--- src/sv/ptsd_sqrt.sv ---
`default_nettype none
// Pipelined restoring square root: one root bit per stage.
module ptsd_sqrt #(
  parameter int IN_W = 55
) (
  input  wire logic                    clk,
  input  wire logic                    rst,
  input  wire logic                    in_valid,
  input  wire logic [IN_W-1:0]         radicand,
  input  wire logic                    in_tag,
  output logic                         out_valid,
  output logic [(IN_W+1)/2-1:0]        root,
  output logic                         out_tag
);

  localparam int SR = (IN_W + 1) / 2;
  localparam int RW = 2 * SR;
  localparam int MW = SR + 2;

  logic          vld [1:SR];
  logic          tag [1:SR];
  logic [RW-1:0] rad [1:SR];
  logic [MW-1:0] rem [1:SR];
  logic [SR-1:0] res [1:SR];

  for (genvar k = 0; k < SR; k++) begin : g_stage
    logic          v_in;
    logic          t_in;
    logic [RW-1:0] rad_in;
    logic [MW-1:0] rem_in;
    logic [SR-1:0] res_in;
    logic [MW-1:0] rem_sh;
    logic [MW-1:0] trial;
    logic          fits;

    if (k == 0) begin : g_first
      // The first stage takes the input word with an empty remainder.
      always_comb begin
        v_in   = in_valid;
        t_in   = in_tag;
        rad_in = RW'(radicand);
        rem_in = '0;
        res_in = '0;
      end
    end else begin : g_next
      // Later stages take the word of the stage before.
      always_comb begin
        v_in   = vld[k];
        t_in   = tag[k];
        rad_in = rad[k];
        rem_in = rem[k];
        res_in = res[k];
      end
    end

    // Bring down the next two radicand bits and try the next root bit.
    always_comb begin
      rem_sh = {rem_in[SR-1:0], rad_in[RW-1-2*k -: 2]};
      trial  = {res_in, 2'b01};
      fits   = (rem_sh >= trial);
    end

    always_ff @(posedge clk) begin
      if (rst) begin
        vld[k+1] <= 1'b0;
      end else begin
        vld[k+1] <= v_in;
      end
      tag[k+1] <= t_in;
      rad[k+1] <= rad_in;
      if (fits) begin
        rem[k+1] <= rem_sh - trial;
        res[k+1] <= {res_in[SR-2:0], 1'b1};
      end else begin
        rem[k+1] <= rem_sh;
        res[k+1] <= {res_in[SR-2:0], 1'b0};
      end
    end
  end

  assign out_valid = vld[SR];
  assign root      = res[SR];
  assign out_tag   = tag[SR];

endmodule
`default_nettype wire

--- config.mk ---
export PLATFORM = sky130hd
export DESIGN_NAME = ptsd_sqrt
export DESIGN_NICKNAME = d
export VERILOG_FILES = /design/src/sv/ptsd_sqrt.sv
export SDC_FILE = /design/constraint.sdc
export NUM_CORES = 2
export LEC_CHECK = 0
export CAP_MARGIN = 20
export CORE_MARGIN = 2
export CORE_UTILIZATION = 37
export CTS_CLUSTER_SIZE = 12
export DETAILED_ROUTE_END_ITERATION = 16
export DONT_BUFFER_PORTS = 1
export SLEW_MARGIN = 20
export SYNTH_ARGS = -nofsm -noshare
export SYNTH_HDL_FRONTEND = slang
export SYNTH_SLANG_ARGS = --single-unit
export TNS_END_PERCENT = 30
--- constraint.sdc ---
create_clock -name clk -period 4.12 [get_ports clk]
set_clock_uncertainty 0.05 [all_clocks]
set_input_delay 0.824 -clock clk [delete_from_list [all_inputs] [get_ports clk]]
set_output_delay 0.824 -clock clk [all_outputs]
set_load 0.01 [all_outputs]
==> metrics.md <==
| Metric | Value |
|---|---|
| Status | `completed` |
| Synthesized area | `slightly below 70000 sq um` |
| Finish-stage setup viols | `0` |
| Least-Margin Pin Slew | `~0.94 ns` |
| Synth Area in Adders | `0.0782` |
| Hold Path End | `vld[0][1]` |
| Final #Nets | `7407` |
| Crit path DAT | `4.32 ns` |
| Synth area leader | `dfxtp_1` |
| Post-synthesis xor/xnor area fraction | `0.0737` |
| PortBufs | `0` |
| Via count | `around 45000` |
| Post-synthesis sequential area ratio | `0.558` |
| Leak pwr | `roughly 0.037 uW` |
| Worst reg-to-reg setup slack | `between 0.4 and 0.5 ns` |
| Synth unique cells | `between 80 and 90` |
| Skew-Pair Late Insertion Delay | `0.85 ns` |
| Register Area | `38600 sq um` |
| Top post-synthesis cells by area | `dfxtp_1 (56%), ha_1 (7.8%), xnor2_1 (4.0%)` |
| Setup TNS after final layout | `0 ns` |
| Commonest cells in the netlist | `dfxtp_1 (1929), inv_1 (535), a21oi_1 (456)` |
| Mux cell area share after synthesis | `0.0133` |
| Post-DP HPWL | `a little over 100 mm` |
| Post-route minimum period | `3.65 ns` |
| Worst hold path type | `input port to flip-flop` |
| Routed WL per cell | `about 14 microns` |
| Max-Cap Viols | `0` |
| Worst slew margin | `0.368` |
| Post-route insts no fill | `approximately 9500` |
| Max VDD drop | `0.417 mV` |
| Count leader, synth | `dfxtp_1` |
| DRT antenna net count | `0` |
| Die height | `approximately 440 microns` |
| Multi-input gate area | `28300 sq um` |
| CTS Buf Count | `199` |
| Clk root buf | `clkbuf_16` |
| Syn_nets | `between 7000 and 8000` |
| Worst EP required | `~4.8 ns` |
| Gr usage total | `0.143` |
| Core area | `around 190000 sq um` |
| Filler Cell Count | `~18000` |
| Largest net degree at the start of global routing | `42` |
| Avg Synthesized Cell Area | `slightly above 10 sq um` |
| Ys Warns | `0` |
| Drt via density | `approximately 4.8` |
| Initial core utilization | `0.373` |
| Reg2reg start | `res[1][253]` |
| Chip Width | `437 microns` |
| Share of the synthesized area in the top cell type | `0.558` |
| Placed Cells | `9137` |
| Largest family of logic cells by synthesized area | `simple AND/OR/NAND/NOR gates` |
| Final instance area | `slightly below 80000 sq um` |
| Diode count | `0` |
| Initial antenna violation count | `0` |
| Ports | `89` |
| Total gr overflow | `0` |
| Hold Path Depth | `1` |
| Clock buffer depth | `3` |
| Startpoint Class | `flip-flop` |
| Synth Area in Simple Gates | `0.121` |
| Final hold vios | `0` |
| Utilization after layout | `0.427` |
| Placed Instance Area | `just over 70000 sq um` |
| Synth async-reset ratio | `0` |
| DR DRC count | `0` |
| Post-CTS setup-driven buffer insertion count | `0` |
| Layout cells sized above 1 | `0.0645` |
| Clock slew at reported path FFs | `roughly 0.060 ns` |
| Final Max Slew Viols | `0` |
| RSZ-0062 raised after global routing | `no` |
| Final wirelength | `about 140 mm` |
| Die area | `191000 sq um` |
| Drt first pass iters | `5` |
| Post-synth EDFFs | `0` |
| CP Class | `flip-flop to flip-flop` |
| Worst-case reg-to-reg path depth | `11` |
| R2R Path End | `rem[1][327]` |
| Worst Setup End Kind | `flip-flop` |
| Worst-path maximum fanout | `4` |
| Total clock sinks | `roughly 1900` |
| Dominant synthesized flop cell | `dfxtp_1` |
| Area Overhead vs Synth | `14.3%` |
| Post-synthesis compound-gate area fraction | `0.121` |
| PwrDens | `~630 nW/um^2` |
| Hold_ws | `0.0882 ns` |
| Seq cells post-synth | `between 1500 and 2000` |
| Routability cong. | `a little under 0.9` |
| First-pass GRT wire length | `roughly 230 mm` |
| Vias in the first global route | `roughly 45000` |
| Post-synthesis cell count | `6735` |
| Initial DRC count | `between 2000 and 2500` |
| Site Rows | `approximately 160` |
| TritonCTS clock tree | `built` |
| Worst hold path startpoint | `in_valid` |
| Tcrit/Tclk final | `0.886` |
| Htree depth | `4` |
| Max Freq | `274 MHz` |
-- sequential cells by signal, summed over array words and instances, names as in the netlist --
signal and flops:
vld 28, tag 28, res 391, rad 771, rem 711
-- metrics by stage --
step                total power (uW)  setup slack [ns]
floorplan                      30100             0.808
detailed placement             32700             0.535
global placement               32600             0.564
CTS                            50300             0.519
finish                         49600             0.469
global route                   52500             0.246
-- worst max-delay path: stages, from the launching register on --
cell,delay [ns]
dfxtp_1,0.33
inv_1,0.04
ha_1,0.32
o21ai_0,0.22
a22oi_1,0.16
o311ai_0,0.63
nor4bb_1,0.53
nor4_1,0.13
o22ai_1,0.23
o21ai_0,0.19
a311oi_1,0.35
mux2_2,0.37
-- placed cells by master, fill, tap and decap left out, types with 12 or more instances in the layout --
cell type | synthesis | layout
nand4b_1 | 12 | 12
or4_1 | 38 | 38
a21oi_1 | 456 | 454
or3_1 | 50 | 50
o21ai_0 | 315 | 315
ha_1 | 433 | 433
nor2b_1 | 94 | 94
clkbuf_1 | 96 | 41
clkbuf_16 | 0 | 201
nor3_1 | 166 | 166
nor3b_1 | 13 | 13
o21bai_1 | 41 | 39
a21o_1 | 160 | 160
buf_4 | 1 | 31
nand3b_1 | 21 | 21
a31oi_1 | 42 | 41
and2_1 | 13 | 13
and3_1 | 30 | 30
dfxtp_1 | 1929 | 1929
mux2_2 | 72 | 72
clkinv_2 | 0 | 19
nand2b_1 | 72 | 72
a21boi_0 | 14 | 14
clkbuf_8 | 0 | 33
inv_1 | 535 | 535
dlygate4sd3_1 | 0 | 57
a211o_1 | 13 | 13
nand4_1 | 62 | 62
a211oi_1 | 37 | 36
nand2_1 | 431 | 431
nor2_1 | 448 | 448
o21a_1 | 85 | 85
nor4_1 | 81 | 81
o31ai_1 | 42 | 42
nand3_1 | 114 | 114
xnor2_1 | 313 | 313
xor2_1 | 270 | 270
or2_2 | 21 | 21
a31o_2 | 12 | 12
o211ai_1 | 20 | 20
-- worst max-delay path by stage --
| stage | start | endpoint | slack, ns |
|---|---|---|---|
| floorplan | res[1][101] | rem[1][128] | 0.81 |
| global placement | res[1][231] | rem[1][291] | 0.56 |
| detailed placement | res[1][231] | rem[1][291] | 0.54 |
| CTS | res[1][100] | rem[1][141] | 0.52 |
| global route | res[0][346] | rem[0][411] | 0.25 |
| finish | res[1][253] | rem[1][327] | 0.47 |
-- per-layer routing --
layer	global-route usage	vias to the layer above	wire [microns]
li1	-	23300	-
met1	0.192	20900	66500
met2	0.230	857	61500
met3	0.0256	278	5680
met4	0.0524	0	4000
met5	0	-	0
-- layout make-up --
class / instances / area share
clock inverter: 50 / 0.00910
timing repair buffer: 90 / 0.0106
sequential: 1929 / 0.488
inverter: 537 / 0.0255
multi-input combinational: 4158 / 0.357
clock buffer: 275 / 0.0712
tap: 2480 / 0.0392
-- repair_timing --
item,in CTS,in global routing
resized for setup,0,0
endpoints found under the hold margin,84,0
hold buffers,57,0
-- power by group --
part	switching (uW)	internal (uW)	leakage [uW]	total [uW]
Combinational	4710	3850	0.0174	8560
Clock	7110	10100	0.00309	17200
Sequential	2200	21700	0.0161	23900
Total	14000	35600	0.0366	49600
-- cell families (layout without fill, tap and decap cells) --
group,Yosys count,count (layout)
DFF,1929,1929
and+or+nand+nor,1708,1708
AOI/OAI and AO/OA,1350,1350
buffers and inverters,648,952
xor gates and xnor gates,583,583
adders and majority gates,433,433
muxes,83,83
other,1,1
Power figures use the tool's default switching activity.
